==> src/hw/rtl/cba_pkg.sv <==
// Shared constants, codes and types for the contiguous block allocator.
`timescale 1ns / 1ps
`default_nettype none

package cba_pkg;

    // Disk geometry and field widths
    localparam int DISK_BLOCKS = 64;
    localparam int BLK_W       = 6;
    localparam int LEN_W       = 7;
    localparam int SUM_W       = 8;

    // Request codes
    typedef enum logic [1:0] {
        ACT_ALLOC   = 2'd0,
        ACT_RELEASE = 2'd1,
        ACT_QUERY   = 2'd2,
        ACT_NONE    = 2'd3
    } action_t;

    // Result codes
    typedef enum logic [1:0] {
        ST_DONE     = 2'd0,
        ST_RANGE    = 2'd1,
        ST_CONFLICT = 2'd2,
        ST_RSVD     = 2'd3
    } status_t;

    // Controller states
    typedef enum logic [1:0] {
        S_IDLE  = 2'd0,
        S_EXEC  = 2'd1,
        S_REPLY = 2'd2
    } state_t;

    // Commands from controller to datapath
    typedef struct packed {
        logic load;
        logic exec;
    } cmd_t;

endpackage

`default_nettype wire

==> src/hw/rtl/contiguous_block_allocator_top.sv <==
// Contiguous block allocator: 64-block usage bitmap with allocate, release and query.
// A request taken while idle or in the reply cycle goes to the request registers, is checked in the execute
// cycle, and gives its result beat, done high, in the reply cycle; a new beat is also taken during the reply cycle.
// busy is high only in the execute cycle, where the bitmap mask test and update happen.
// Reset (rst_n low, asynchronous) frees every block and returns the controller to idle.
// The receiver cannot stall: each result is flagged by done for exactly one cycle.
`timescale 1ns / 1ps
`default_nettype none

module contiguous_block_allocator_top (
    input  wire logic                       clk,
    input  wire logic                       rst_n,
    input  wire logic                       start,
    output logic                            busy,
    input  wire logic [1:0]                 action,
    input  wire logic [cba_pkg::BLK_W-1:0]  start_block,
    input  wire logic [cba_pkg::LEN_W-1:0]  run_length,
    output logic                            done,
    output logic [1:0]                      status,
    output logic                            block_used
);

    cba_pkg::cmd_t cmd;

    // Controller
    cba_ctrl u_ctrl (
        .clk   (clk),
        .rst_n (rst_n),
        .start (start),
        .cmd   (cmd),
        .busy  (busy),
        .done  (done)
    );

    // Datapath
    cba_datapath u_datapath (
        .clk         (clk),
        .rst_n       (rst_n),
        .cmd         (cmd),
        .action      (action),
        .start_block (start_block),
        .run_length  (run_length),
        .status      (status),
        .block_used  (block_used)
    );

endmodule

`default_nettype wire

==> src/hw/rtl/cba_ctrl.sv <==
// Controller state machine: sequences request capture, execution and reply.
`timescale 1ns / 1ps
`default_nettype none

module cba_ctrl (
    input  wire logic          clk,
    input  wire logic          rst_n,
    input  wire logic          start,
    output cba_pkg::cmd_t      cmd,
    output logic               busy,
    output logic               done
);

    cba_pkg::state_t state_reg;
    cba_pkg::state_t state_next;
    logic            accept;

    // A new beat is taken whenever the block is not executing
    assign accept = start && !busy;

    // State register
    always_ff @(posedge clk or negedge rst_n)
    begin
        if (!rst_n)
        begin
            state_reg <= cba_pkg::S_IDLE;
        end
        else
        begin
            state_reg <= state_next;
        end
    end

    // Next state
    always_comb
    begin
        state_next = state_reg;
        case (state_reg)
            cba_pkg::S_IDLE:
            begin
                if (accept)
                    state_next = cba_pkg::S_EXEC;
            end
            cba_pkg::S_EXEC:
            begin
                state_next = cba_pkg::S_REPLY;
            end
            cba_pkg::S_REPLY:
            begin
                // reply cycle also takes the next request
                state_next = accept ? cba_pkg::S_EXEC : cba_pkg::S_IDLE;
            end
            default:
            begin
                state_next = cba_pkg::S_IDLE;
            end
        endcase
    end

    // Outputs
    always_comb
    begin
        busy     = 1'b0;
        done     = 1'b0;
        cmd.exec = 1'b0;
        case (state_reg)
            cba_pkg::S_IDLE:
            begin
            end
            cba_pkg::S_EXEC:
            begin
                busy     = 1'b1;
                cmd.exec = 1'b1;
            end
            cba_pkg::S_REPLY:
            begin
                done = 1'b1;
            end
            default:
            begin
            end
        endcase
        cmd.load = start && !busy;
    end

endmodule

`default_nettype wire

==> src/hw/rtl/cba_datapath.sv <==
// Datapath: request registers, usage bitmap, range mask test and result registers.
`timescale 1ns / 1ps
`default_nettype none

module cba_datapath (
    input  wire logic                       clk,
    input  wire logic                       rst_n,
    input  wire cba_pkg::cmd_t              cmd,
    input  wire logic [1:0]                 action,
    input  wire logic [cba_pkg::BLK_W-1:0]  start_block,
    input  wire logic [cba_pkg::LEN_W-1:0]  run_length,
    output logic [1:0]                      status,
    output logic                            block_used
);

    logic [1:0]                        action_reg;
    logic [cba_pkg::BLK_W-1:0]         start_reg;
    logic [cba_pkg::LEN_W-1:0]         len_reg;
    logic [cba_pkg::DISK_BLOCKS-1:0]   map_reg;
    logic [cba_pkg::DISK_BLOCKS-1:0]   map_next;
    cba_pkg::status_t                  status_reg;
    cba_pkg::status_t                  status_next;
    logic                              used_reg;
    logic                              used_next;

    logic [cba_pkg::SUM_W-1:0]         range_end;
    logic                              in_range;
    logic                              query_ok;
    logic [cba_pkg::DISK_BLOCKS-1:0]   mask;
    logic [cba_pkg::DISK_BLOCKS-1:0]   hit;

    // Request capture
    always_ff @(posedge clk)
    begin
        if (cmd.load)
        begin
            action_reg <= action;
            start_reg  <= start_block;
            len_reg    <= run_length;
        end
    end

    // Range bounds and mask
    assign range_end = cba_pkg::SUM_W'(start_reg) + cba_pkg::SUM_W'(len_reg);
    assign in_range  = range_end <= cba_pkg::SUM_W'(cba_pkg::DISK_BLOCKS);
    assign query_ok  = cba_pkg::SUM_W'(start_reg) < cba_pkg::SUM_W'(cba_pkg::DISK_BLOCKS);

    always_comb
    begin
        for (int i = 0; i < cba_pkg::DISK_BLOCKS; i++)
        begin
            mask[i] = (cba_pkg::SUM_W'(i) >= cba_pkg::SUM_W'(start_reg)) &&
                      (cba_pkg::SUM_W'(i) < range_end);
        end
    end

    assign hit = map_reg & mask;

    // Check and update
    always_comb
    begin
        map_next    = map_reg;
        status_next = cba_pkg::ST_DONE;
        used_next   = 1'b0;
        case (cba_pkg::action_t'(action_reg))
            cba_pkg::ACT_ALLOC:
            begin
                if (!in_range)
                    status_next = cba_pkg::ST_RANGE;
                else if (hit != '0)
                    status_next = cba_pkg::ST_CONFLICT;
                else
                    map_next = map_reg | mask;
            end
            cba_pkg::ACT_RELEASE:
            begin
                if (!in_range)
                    status_next = cba_pkg::ST_RANGE;
                else if (hit != mask)
                    status_next = cba_pkg::ST_CONFLICT;
                else
                    map_next = map_reg & ~mask;
            end
            cba_pkg::ACT_QUERY:
            begin
                if (!query_ok)
                    status_next = cba_pkg::ST_RANGE;
                else
                    used_next = map_reg[start_reg];
            end
            default:
            begin
            end
        endcase
    end

    // Bitmap: all blocks free after reset
    always_ff @(posedge clk or negedge rst_n)
    begin
        if (!rst_n)
        begin
            map_reg <= '0;
        end
        else if (cmd.exec)
        begin
            map_reg <= map_next;
        end
    end

    // Result beat
    always_ff @(posedge clk)
    begin
        if (cmd.exec)
        begin
            status_reg <= status_next;
            used_reg   <= used_next;
        end
    end

    assign status     = status_reg;
    assign block_used = used_reg;

endmodule

`default_nettype wire

==> config.mk <==
export PLATFORM = sky130hd
export DESIGN_NAME = contiguous_block_allocator_top
export DESIGN_NICKNAME = d
export VERILOG_FILES = /design/src/hw/rtl/cba_pkg.sv /design/src/hw/rtl/contiguous_block_allocator_top.sv /design/src/hw/rtl/cba_ctrl.sv /design/src/hw/rtl/cba_datapath.sv
export SDC_FILE = /design/constraint.sdc
export NUM_CORES = 1
export LEC_CHECK = 0
export ABC_AREA = 1
export BUFFER_PORTS_ARGS = -buffer_cell sky130_fd_sc_hd__buf_4
export CAP_MARGIN = 5
export CORE_AREA = 2 2 141 143
export DETAILED_ROUTE_END_ITERATION = 16
export DIE_AREA = 0 0 143 145
export SETUP_SLACK_MARGIN = 0.15
export SYNTH_ARGS = -nofsm -noshare
export SYNTH_HDL_FRONTEND = slang
export SYNTH_SLANG_ARGS = --single-unit
==> constraint.sdc <==
create_clock -name clk -period 7.15 [get_ports clk]
set_input_delay 0 -clock clk [delete_from_list [all_inputs] [get_ports clk]]
set_output_delay 0 -clock clk [all_outputs]
set_load 0.01 [all_outputs]
==> results of run 1 <==
-- where the power goes --
group / internal [µW] / leakage [µW] / total (µW) / switching (µW)
clock network: 246 / 0.000138 / 486 / 240
logic: 574 / 0.00283 / 1950 / 1370
registers: 681 / 0.00102 / 874 / 192
-- worst max-delay path by stage --
stage / startpoint / end / slack, ps
6_report: u_datapath.start_reg[0]$_DFFE_PP_ / flop / 1780
4_1_cts: u_datapath.start_reg[0]$_DFFE_PP_ / flop / 1920
3_3_place_gp: u_datapath.start_reg[0]$_DFFE_PP_ / flop / 2100
5_1_grt: u_datapath.start_reg[0]$_DFFE_PP_ / flop / 1450
3_5_place_dp: u_datapath.start_reg[0]$_DFFE_PP_ / flop / 1940
2_1_floorplan: u_datapath.start_reg[0]$_DFFE_PP_ / flop / 3930
-- synthesized netlist by cell type --
cell,count,area share
inv_1,118,0.058
and2_1,6,0.0049
a31oi_1,3,0.0025
clkbuf_1,29,0.014
buf_2,17,0.011
nor3_1,1,0.00066
nor2_2,2,0.0016
and3_1,11,0.0091
o21ai_2,1,0.0012
nor2_8,1,0.0026
nand3_1,109,0.072
o2111ai_1,1,0.0012
o211ai_1,1,0.00099
dfrtp_1,66,0.22
buf_4,4,0.0040
o21ai_0,41,0.027
nand2_1,356,0.18
ha_1,6,0.0099
nand3_4,1,0.0023
a21boi_0,12,0.012
nor2_4,4,0.0059
o221ai_1,12,0.014
nand3b_1,14,0.014
nor4_1,1,0.00082
clkinv_1,4,0.0020
edfxtp_1,18,0.071
a211oi_1,2,0.0020
a221oi_1,1,0.0012
o21ai_1,4,0.0026
a22oi_1,3,0.0030
o31ai_1,5,0.0049
fa_1,1,0.0026
a21oi_1,38,0.025
o21ai_4,1,0.0021
nand4_1,152,0.13
inv_2,3,0.0015
nor2_1,150,0.074
o22ai_1,2,0.0016
buf_6,8,0.012
nand3_2,1,0.0013
buf_1,9,0.0044
-- area by class of cell --
class | count | area, µm²
clock inverter | 7 | 66.3
clock buffer | 9 | 225
antenna | 1 | 2.50
inverter | 125 | 469
tap | 265 | 332
sequential | 84 | 2190
multi-input combinational | 943 | 4610
timing repair buffer | 51 | 425
fill | 1996 | 10900
-- critical path, cell delays in order, from the launching register on --
cell and delay, ps:
edfxtp_1 630, ha_1 330, fa_1 410, nand2_1 100
nand2_1 90, nand3_1 120, nand2_1 80, nand2_1 130
nand2_1 110, nor2_4 300, nand2_1 570, nand3_1 220
nand3_1 110, nor2_1 120, nand2_1 70, nor2_1 220
nand2_1 160, o21ai_4 590, buf_4 540, nand4_1 150
nand2_1 110, nand2_1 50
-- logic make-up after synthesis --
kind of cell | after synthesis | synth area share
AOI/OAI and AO/OA | 127 | 0.101
adders and majority gates | 7 | 0.0125
buffers and inverters | 192 | 0.108
DFF | 84 | 0.289
and+or+nand+nor | 809 | 0.490
-- cells in the final DEF (no fill, tap or decap), types with 2 or more instances in the layout --
master and instances:
nand2_1 355, nand4_1 152, nor2_1 150, inv_1 118, nand3_1 109, dfrtp_1 66
o21ai_0 41, a21oi_1 38, buf_4 34, edfxtp_1 18, dlygate4sd3_1 17, nand3b_1 14
a21boi_0 12, o221ai_1 12, and3_1 11, clkbuf_16 9, and2_1 6, ha_1 6
nor2_4 5, o31ai_1 5, clkinv_1 4, o21ai_1 4, inv_2 3, a31oi_1 3
a22oi_1 3, inv_8 3, o21ai_4 2, a211oi_1 2, o22ai_1 2, clkinvlp_4 2
inv_6 2
-- metrics by stage --
step | cells | worst slack, ps | util | area (µm²)
finish | 1485 | 1780 | 0.433 | 8320
global route | 1484 | 1450 | 0.433 | 8320
CTS | 1484 | 1920 | 0.433 | 8320
detailed placement | 1451 | 1940 | 0.409 | 7860
global placement | 1451 | 2100 | 0.409 | 7860
floorplan | 1219 | 3930 | - | 7590
-- routing by layer --
| metal | GRT usage | up-vias | wire length (µm) |
|---|---|---|---|
| met5 | 0 | - | 0 |
| met4 | 0.118 | 0 | 1250 |
| met3 | 0.0752 | 81 | 2870 |
| met2 | 0.380 | 485 | 11600 |
| met1 | 0.370 | 3945 | 11700 |
| li1 | - | 4122 | - |
-- repair_timing --
item,4_1_cts,5_1_grt
endpoints found under the hold margin,82,0
endpoints found under the setup margin,0,0
buffers inserted,0,0
hold buffers,17,0
==> summary.md, run 1 <==
| Metric | Value |
|---|---|
| Layout area overhead | `9.54%` |
| Yosys reg bits | `84` |
| Worst EP required | `7400 ps` |
| DR iter-0 viols | `1056` |
| Routed WL per cell | `18.5 µm` |
| Placed wire-length estimate | `19.2 mm` |
| Reg2Reg Setup Slack | `1780 ps` |
| CTS buffer count | `9` |
| Vias in the first global route | `7750` |
| CTS tree | `done` |
| Ports | `23` |
| Worst-path clk slew | `80 ps` |
| Critical Path End Type | `flop` |
| Die extent in x | `143 µm` |
| Ys Warns | `0` |
| CTS HTree Levels | `3` |
| Hold Path Class | `primary input to asynchronous set/reset pin` |
| R2r startpoint | `u_datapath.start_reg[0]$_DFFE_PP_` |
| Final Hold Vio Count | `0` |
| CP Launch Type | `flop` |
| RSZ-0062 raised after global routing | `no` |
| Worst Tran Pin Value | `1370 ps` |
| P per Cell Area | `397 nW/µm²` |
| Max Clk Rate | `around 190 MHz` |
| Syn avg cell area | `6.23 µm²` |
| Total power | `about 3300 µW` |
| MaxCap Viol Count | `0` |
| Final setup fails | `0` |
| Status | `finished, final reports clean` |
| Nets | `1239` |
| Routability cong. | `between 1 and 1.5` |
| Clock buffer depth | `2` |
| Hold Slack | `305 ps` |
| IO Port Bufs | `22` |
| R2R cell count | `21` |
| Largest net degree at the start of global routing | `129` |
| Slew margin rel. | `0.0751` |
| Initial antenna violation count | `1` |
| Total track usage | `0.266` |
| Clk root buf | `clkbuf_16` |
| Via Count | `8633` |
| Synth Instances | `1219` |
| FP Rows | `51` |
| Crit path time final | `5370 ps` |
| Worst vdd ir | `slightly below 0.2 mV` |
| Post-synthesis cell type count | `between 40 and 50` |
| Sequential-to-total area share from yosys stat | `0.289` |
| Netlist area before placement | `7590 µm²` |
| Routed Antenna Nets | `0` |
| Layout cells sized above 1 | `0.0541` |
| Max Transition Viols Final | `0` |
| First-pass GRT wire length | `42.9 mm` |
| Die H | `approximately 150 µm` |
| LEAKAGE | `0.00399 µW` |
| 1st-pass router iterations | `6` |
| Worst-path fanout max | `42` |
| Arrival @ worst endpoint | `roughly 5600 ps` |
| Crit Path Class | `flop to flop` |
| Placeable core area | `19200 µm²` |
| Post-Syn Nets | `approximately 1200` |
| Drt drc | `0` |
| WL final | `27.5 mm` |
| Cts repair resizes | `0` |
| Worst Skew | `9.23 ps` |
| Worst-Skew Late Latency | `between 300 and 400 ps` |
| Fin crit share | `0.751` |
| GR Overflow Total | `0` |
| DR vias/cell | `5.81` |
| Setup TNS | `0 ps` |
| Die area | `20700 µm²` |
| Starting Density | `0.395` |
| CTS Sinks | `84` |
Note: power is estimated with default switching activity, not from simulation.
==> inputs of run 2 (changes only) <==
==> constraint.sdc (replaced) <==
create_clock -name clk -period 5.1 [get_ports clk]
set_input_delay 0 -clock clk [delete_from_list [all_inputs] [get_ports clk]]
set_output_delay 0 -clock clk [all_outputs]
set_load 0.01 [all_outputs]
==> run 2 against run 1 <==
Final area rose by 1.6%. Clock skew decreased by 0.62 ps. Setup slack got worse by 920 ps. Register-to-register slack got worse by 920 ps. Total power increased by 43%. Sequential share of layout area decreased by 0.42 points. Combinational power increased by 44%. Die area unchanged. Final cell count is 0.81% higher. First-iteration DRC count rose by 4.2%. Count of clock-buffer cells in the layout unchanged. Wire length increased by 3.0%. Largest cell class unchanged. Largest power group unchanged.
==> summary.md, run 2 (synthesis results as in run 1) <==
| Metric | Value |
|---|---|
| Max Clk Rate | `236 MHz` |
| Hold Slack | `318 ps` |
| Critical Path End Type | `flop` |
| Commonest cells after routing, fill and taps aside | `355 x nand2_1, 152 x nand4_1, 150 x nor2_1, 118 x inv_1, 109 x nand3_1` |
| MaxCap Viol Count | `0` |
| Post-route setup slack | `about 860 ps` |
| Max Transition Viols Final | `0` |
| Final instance area | `8450 µm²` |
| DR iter-0 viols | `1100` |
| Final Hold Vio Count | `0` |
| GR Overflow Total | `0` |
| Crit path time final | `roughly 4200 ps` |
| WL final | `between 20 and 30 mm` |
| P per Cell Area | `558 nW/µm²` |
| Placement Setup Slack | `923 ps` |
| Arrival @ worst endpoint | `4490 ps` |
| CTS buffer count | `9` |
| Fillers | `around 2100` |
| Drt drc | `0` |
| Inst Count DP | `1464` |
| Final Non-Filler Cells | `1497` |
| IO Port Bufs | `22` |
| Routability cong. | `0.992` |
| Cts repair resizes | `0` |
| Fin crit share | `0.831` |
| Top delay family on crit path | `simple AND/OR/NAND/NOR gates` |
| Slew margin rel. | `0.377` |
| Die H | `145 µm` |
| Crit Path Class | `flop to flop` |
| Placeable core area | `19200 µm²` |
| Worst Skew | `between 8 and 9 ps` |
| Layout area overhead | `11.3%` |
| Worst vdd ir | `0.275 mV` |
| Status | `finished, final reports clean` |
| Layout cells sized above 1 | `0.0641` |
| RSZ-0062 raised after global routing | `no` |
| Starting Density | `0.395` |
| Die area | `between 20000 and 25000 µm²` |
| FP Rows | `51` |
| Clock buffer depth | `2` |
| Worst path slowest cell | `nand2_1` |
| CP Launch Type | `flop` |
| Final setup fails | `0` |
| Nets | `1252` |
| Commonest non-fill, non-tap cell in the layout | `nand2_1` |
| Worst-Skew Late Latency | `370 ps` |
| Worst-path clk slew | `70 ps` |
| CTS HTree Levels | `3` |
| Via Count | `8664` |
| Placed wire-length estimate | `19.6 mm` |
| Worst-path fanout max | `36` |
| Clk root buf | `clkbuf_16` |
| Number of diodes | `0` |
| LEAKAGE | `0.00406 µW` |
| Total track usage | `0.277` |
| CTS Sinks | `84` |
| First-pass GRT wire length | `44.7 mm` |
| Largest net degree at the start of global routing | `between 100 and 150` |
| Setup TNS | `0 ps` |
| Placed instance area | `roughly 8000 µm²` |
| Ports | `23` |
| CP dominant cell by count | `nand2_1` |
| Routed WL per cell | `18.9 µm` |
| Die extent in x | `between 100 and 150 µm` |
| Vias in the first global route | `7880` |
| CP Cell Sequence | `ha_1 > fa_1 > nand2_1 > nand2_1 > nand3_1 > nand2_1 > nand2_1 > nand2_1 > nor2_4 > buf_4 > nand2_1 > nand2_1 > nor2_1 > nor2_1 > nand2_1 > nor2_1 > nand2_1 > o21ai_4 > buf_4 > nand4_1 > nand2_1 > nand2_1` |
| DR vias/cell | `5.79` |
| CP peak stage delay | `460 ps` |
| Worst EP required | `between 5000 and 6000 ps` |
| 1st-pass router iterations | `6` |
| Hold Path Class | `primary input to asynchronous set/reset pin` |
| Initial antenna violation count | `0` |
| CTS tree | `done` |
| Worst Tran Pin Value | `934 ps` |
| WP buf/inv | `2` |
| Routed Antenna Nets | `0` |
[run 2: cell types whose count changed in the layout (fill, tap and decap cells not counted), moves of 2 or more]
| cell | change |
|---|---|
| buf_12 | +2 |
| buf_4 | +11 |
| inv_6 | +2 |
| inv_8 | -3 |
[run 2: worst reg2reg max path, cell delays in order, from the launching register on]
cell	delay, ps
edfxtp_1	390
ha_1	220
fa_1	410
nand2_1	110
nand2_1	90
nand3_1	130
nand2_1	90
nand2_1	120
nand2_1	100
nor2_4	90
buf_4	210
nand2_1	460
nand2_1	300
nor2_1	70
nor2_1	100
nand2_1	80
nor2_1	100
nand2_1	140
o21ai_4	170
buf_4	420
nand4_1	180
nand2_1	90
nand2_1	50
[run 2: where the power goes]
group	internal (µW)	leakage (µW)	switching, µW
Clock	388	0.000147	329
Sequential	954	0.00102	245
Combinational	846	0.00290	1960
Total	2190	0.00406	2530
[run 2: path summary, 6_finish.rpt]
kind	from	to	slack, ps	cells after the start
setup / recovery	u_datapath.start_reg[0]$_DFFE_PP_	flop	860	22
hold / removal	rst_n	asynchronous set/reset pin	320	2
setup reg to reg	u_datapath.start_reg[0]$_DFFE_PP_	flop	860	22
hold reg to reg	flop	flop	510	2
max in group asynchronous	rst_n	asynchronous set/reset pin	4170	2
min in group clk	start_block[1]	u_datapath.start_reg[1]$_DFFE_PP_	350	2
[run 2: layout make-up]
cell class	instances	area, µm²	area share
timing repair buffer	64	548	0.0648
multi-input combinational	943	4610	0.545
clock inverter	7	81.3	0.00962
tap	265	332	0.0392
inverter	125	469	0.0555
sequential	84	2190	0.259
clock buffer	9	225	0.0266
[run 2: routing by layer]
metal / up-vias / share of wire / global-route usage
li1: 4152 / - / -
met2: 435 / 0.42 / 0.401
met1: 3985 / 0.44 / 0.393
met3: 92 / 0.092 / 0.0581
met5: - / 0 / 0
met4: 0 / 0.047 / 0.123
[run 2: what timing repair did]
item | 4_1_cts | 5_1_grt
hold buffers | 17 | 0
endpoints found under the hold margin | 82 | 0
endpoints found under the setup margin | 0 | 0
buffers inserted | 0 | 0
[run 2: through the flow]
stage	power (µW)	util
finish	4720	0.440
detailed placement	3910	0.415
global placement	3890	0.415
global route	5090	0.440
floorplan	3090	-
CTS	4650	0.440
==> inputs of run 3 (changes only) <==
==> constraint.sdc (replaced) <==
create_clock -name clk -period 3.8 [get_ports clk]
set_input_delay 0 -clock clk [delete_from_list [all_inputs] [get_ports clk]]
set_output_delay 0 -clock clk [all_outputs]
set_load 0.01 [all_outputs]
==> run 3 against run 2 <==
First-iteration DRC count is 22% higher. Total power rose by 52%. Die area is the same. Largest cell class unchanged. Non-clock buffer count is 52 higher. Clock skew increased by 3.7 ps. Final area is 13% higher. Fmax increased by 14%.
==> summary.md, run 3 (synthesis results as in run 1) <==
| Metric | Value |
|---|---|
| GR Overflow Total | `0` |
| Worst-path fanout max | `15` |
| Routed Antenna Nets | `0` |
| P per Cell Area | `747 nW/µm²` |
| Logic pwr share | `0.644` |
| Final Non-Filler Cells | `1551` |
| Fillers | `1920` |
| Initial antenna violation count | `0` |
| Arrival @ worst endpoint | `around 4000 ps` |
| Placed wire-length estimate | `between 15 and 20 mm` |
| Vias in the first global route | `~8000` |
| Die extent in x | `143 µm` |
| RSZ-0062 raised after global routing | `yes` |
| CP Launch Type | `flop` |
| Largest net degree at the start of global routing | `roughly 130` |
| Crit Path Class | `flop to flop` |
| Hold Path Class | `primary input to asynchronous set/reset pin` |
| Final Hold Vio Count | `0` |
| Routability cong. | `1.01` |
| Drt drc | `0` |
| Commonest cells after routing, fill and taps aside | `335 x nand2_1, 152 x nand4_1, 128 x nor2_1, 118 x inv_1, 105 x nand3_1` |
| IO Port Bufs | `22` |
| Via Count | `a little over 9000` |
| Max Transition Viols Final | `0` |
| Internal Power | `roughly 3400 µW` |
| Commonest non-fill, non-tap cell in the layout | `nand2_1` |
| Layout area overhead | `26.3%` |
| Placed instance area | `8190 µm²` |
| Crit path time final | `3710 ps` |
| Die H | `145 µm` |
| Reg power frac | `0.226` |
| Placeable core area | `around 19000 µm²` |
| Worst-Skew Late Latency | `370 ps` |
| Total power | `approximately 7200 µW` |
| Final instance area | `roughly 9600 µm²` |
| MaxCap Viol Count | `0` |
| DR iter-0 viols | `1344` |
| CTS Sinks | `84` |
| Routed WL per cell | `20.2 µm` |
| Worst Skew | `12.3 ps` |
| LEAKAGE | `0.00456 µW` |
| Ports | `23` |
| Switching Fraction | `0.527` |
| Total track usage | `0.285` |
| Die area | `a little over 20000 µm²` |
| FP Rows | `51` |
| WL final | `between 30 and 40 mm` |
| Nets | `approximately 1300` |
| Number of diodes | `0` |
| Max Clk Rate | `270 MHz` |
| P_sw | `3770 µW` |
| CTS buffer count | `9` |
| Slew margin rel. | `0.221` |
| Layout cells sized above 1 | `0.142` |
| Final setup fails | `0` |
| Worst vdd ir | `approximately 0.32 mV` |
| Inst Count DP | `1482` |
| Clk root buf | `clkbuf_16` |
| 1st-pass router iterations | `6` |
| CTS tree | `done` |
| DR vias/cell | `5.96` |
| Worst Tran Pin Value | `about 1200 ps` |
| Setup TNS | `0 ps` |
| Worst-path clk slew | `approximately 80 ps` |
| CTS HTree Levels | `3` |
| Status | `finished, final reports clean` |
| First-pass GRT wire length | `46.0 mm` |
| Worst EP required | `4100 ps` |
| Starting Density | `0.395` |
| Hold Slack | `321 ps` |
| Clock network fraction of design power | `0.130` |
| Critical Path End Type | `flop` |
| Clock buffer depth | `2` |
| Fin crit share | `0.976` |
## run 3: cell count changes in the layout (fill, tap and decap cells not counted), sizes merged
cell      previous run  this run
buf                 47        88
bufinv               1         0
clkbuf               9        20
clkinv               5         8
clkinvlp             1         0
inv                125       124
nor2               157       159
## run 3: worst max-delay path, stage by stage, from the launching register on
cell	delay, ps
edfxtp_1	450
ha_4	200
fa_2	400
nand2_2	100
nand2_4	70
nand3_4	80
nand2_2	60
nand2_2	90
nand3_4	110
buf_12	170
nor2_4	100
buf_12	160
nand2_1	110
nand4_1	100
nand2_1	70
nor2_1	80
nand2_1	110
nor2_2	190
nand2_2	120
nor2_4	140
nor2_4	40
nor2_4	140
buf_12	130
buf_12	110
buf_16	120
nand4_1	80
nand2_1	110
## run 3: power by group through the flow
stage	sequential (µW)	combinational (µW)	clock, µW
detailed placement	1610	3780	0
global placement	1610	3760	0
floorplan	1510	2640	0
finish	1620	4610	932
CTS	1600	4040	943
global route	1660	5000	984
## run 3: path summary, 6_finish.rpt
kind / from / to / slack, ps / depth (start not counted)
hold reg to reg: flop / flop / 510 / 2
setup / recovery: u_datapath.start_reg[0]$_DFFE_PP_ / flop / 90 / 26
hold / removal: rst_n / asynchronous set/reset pin / 320 / 2
setup reg to reg: u_datapath.start_reg[0]$_DFFE_PP_ / flop / 90 / 26
min in group clk: run_length[0] / u_datapath.len_reg[0]$_DFFE_PP_ / 340 / 2
max in group asynchronous: rst_n / asynchronous set/reset pin / 2850 / 2
## run 3: routing by layer
metal,part of all wire,GRT usage,vias to the layer above
met2,0.42,0.406,598
met1,0.41,0.406,4246
li1,-,-,4279
met4,0.059,0.152,0
met5,0,0,-
met3,0.11,0.0512,120
## run 3: stage by stage
stage / utilization / setup WS (ps)
after global routing: 0.499 / -73.3
after global placement: 0.426 / 35.2
final: 0.499 / 92.1
after detailed placement: 0.426 / 37.6
after floorplan: - / 579
after CTS: 0.466 / 153
## run 3: final cells by class
class	count	area, µm²	area share
multi-input cells	945	4850	0.506
flip-flops and latches	84	2190	0.229
repair buffers	116	1440	0.150
inverters	125	469	0.0489
well taps	265	332	0.0346
clock buffers	9	225	0.0235
clock inverters	7	78.8	0.00822
## run 3: what timing repair did
action / CTS / global route
endpoints found under the setup margin: 65 / 65
setup buffers: 7 / 8
hold buffers: 17 / 0
cloned: 5 / 16
endpoints found under the hold margin: 82 / 0
gates resized for setup: 24 / 67
pin swaps: 9 / 47
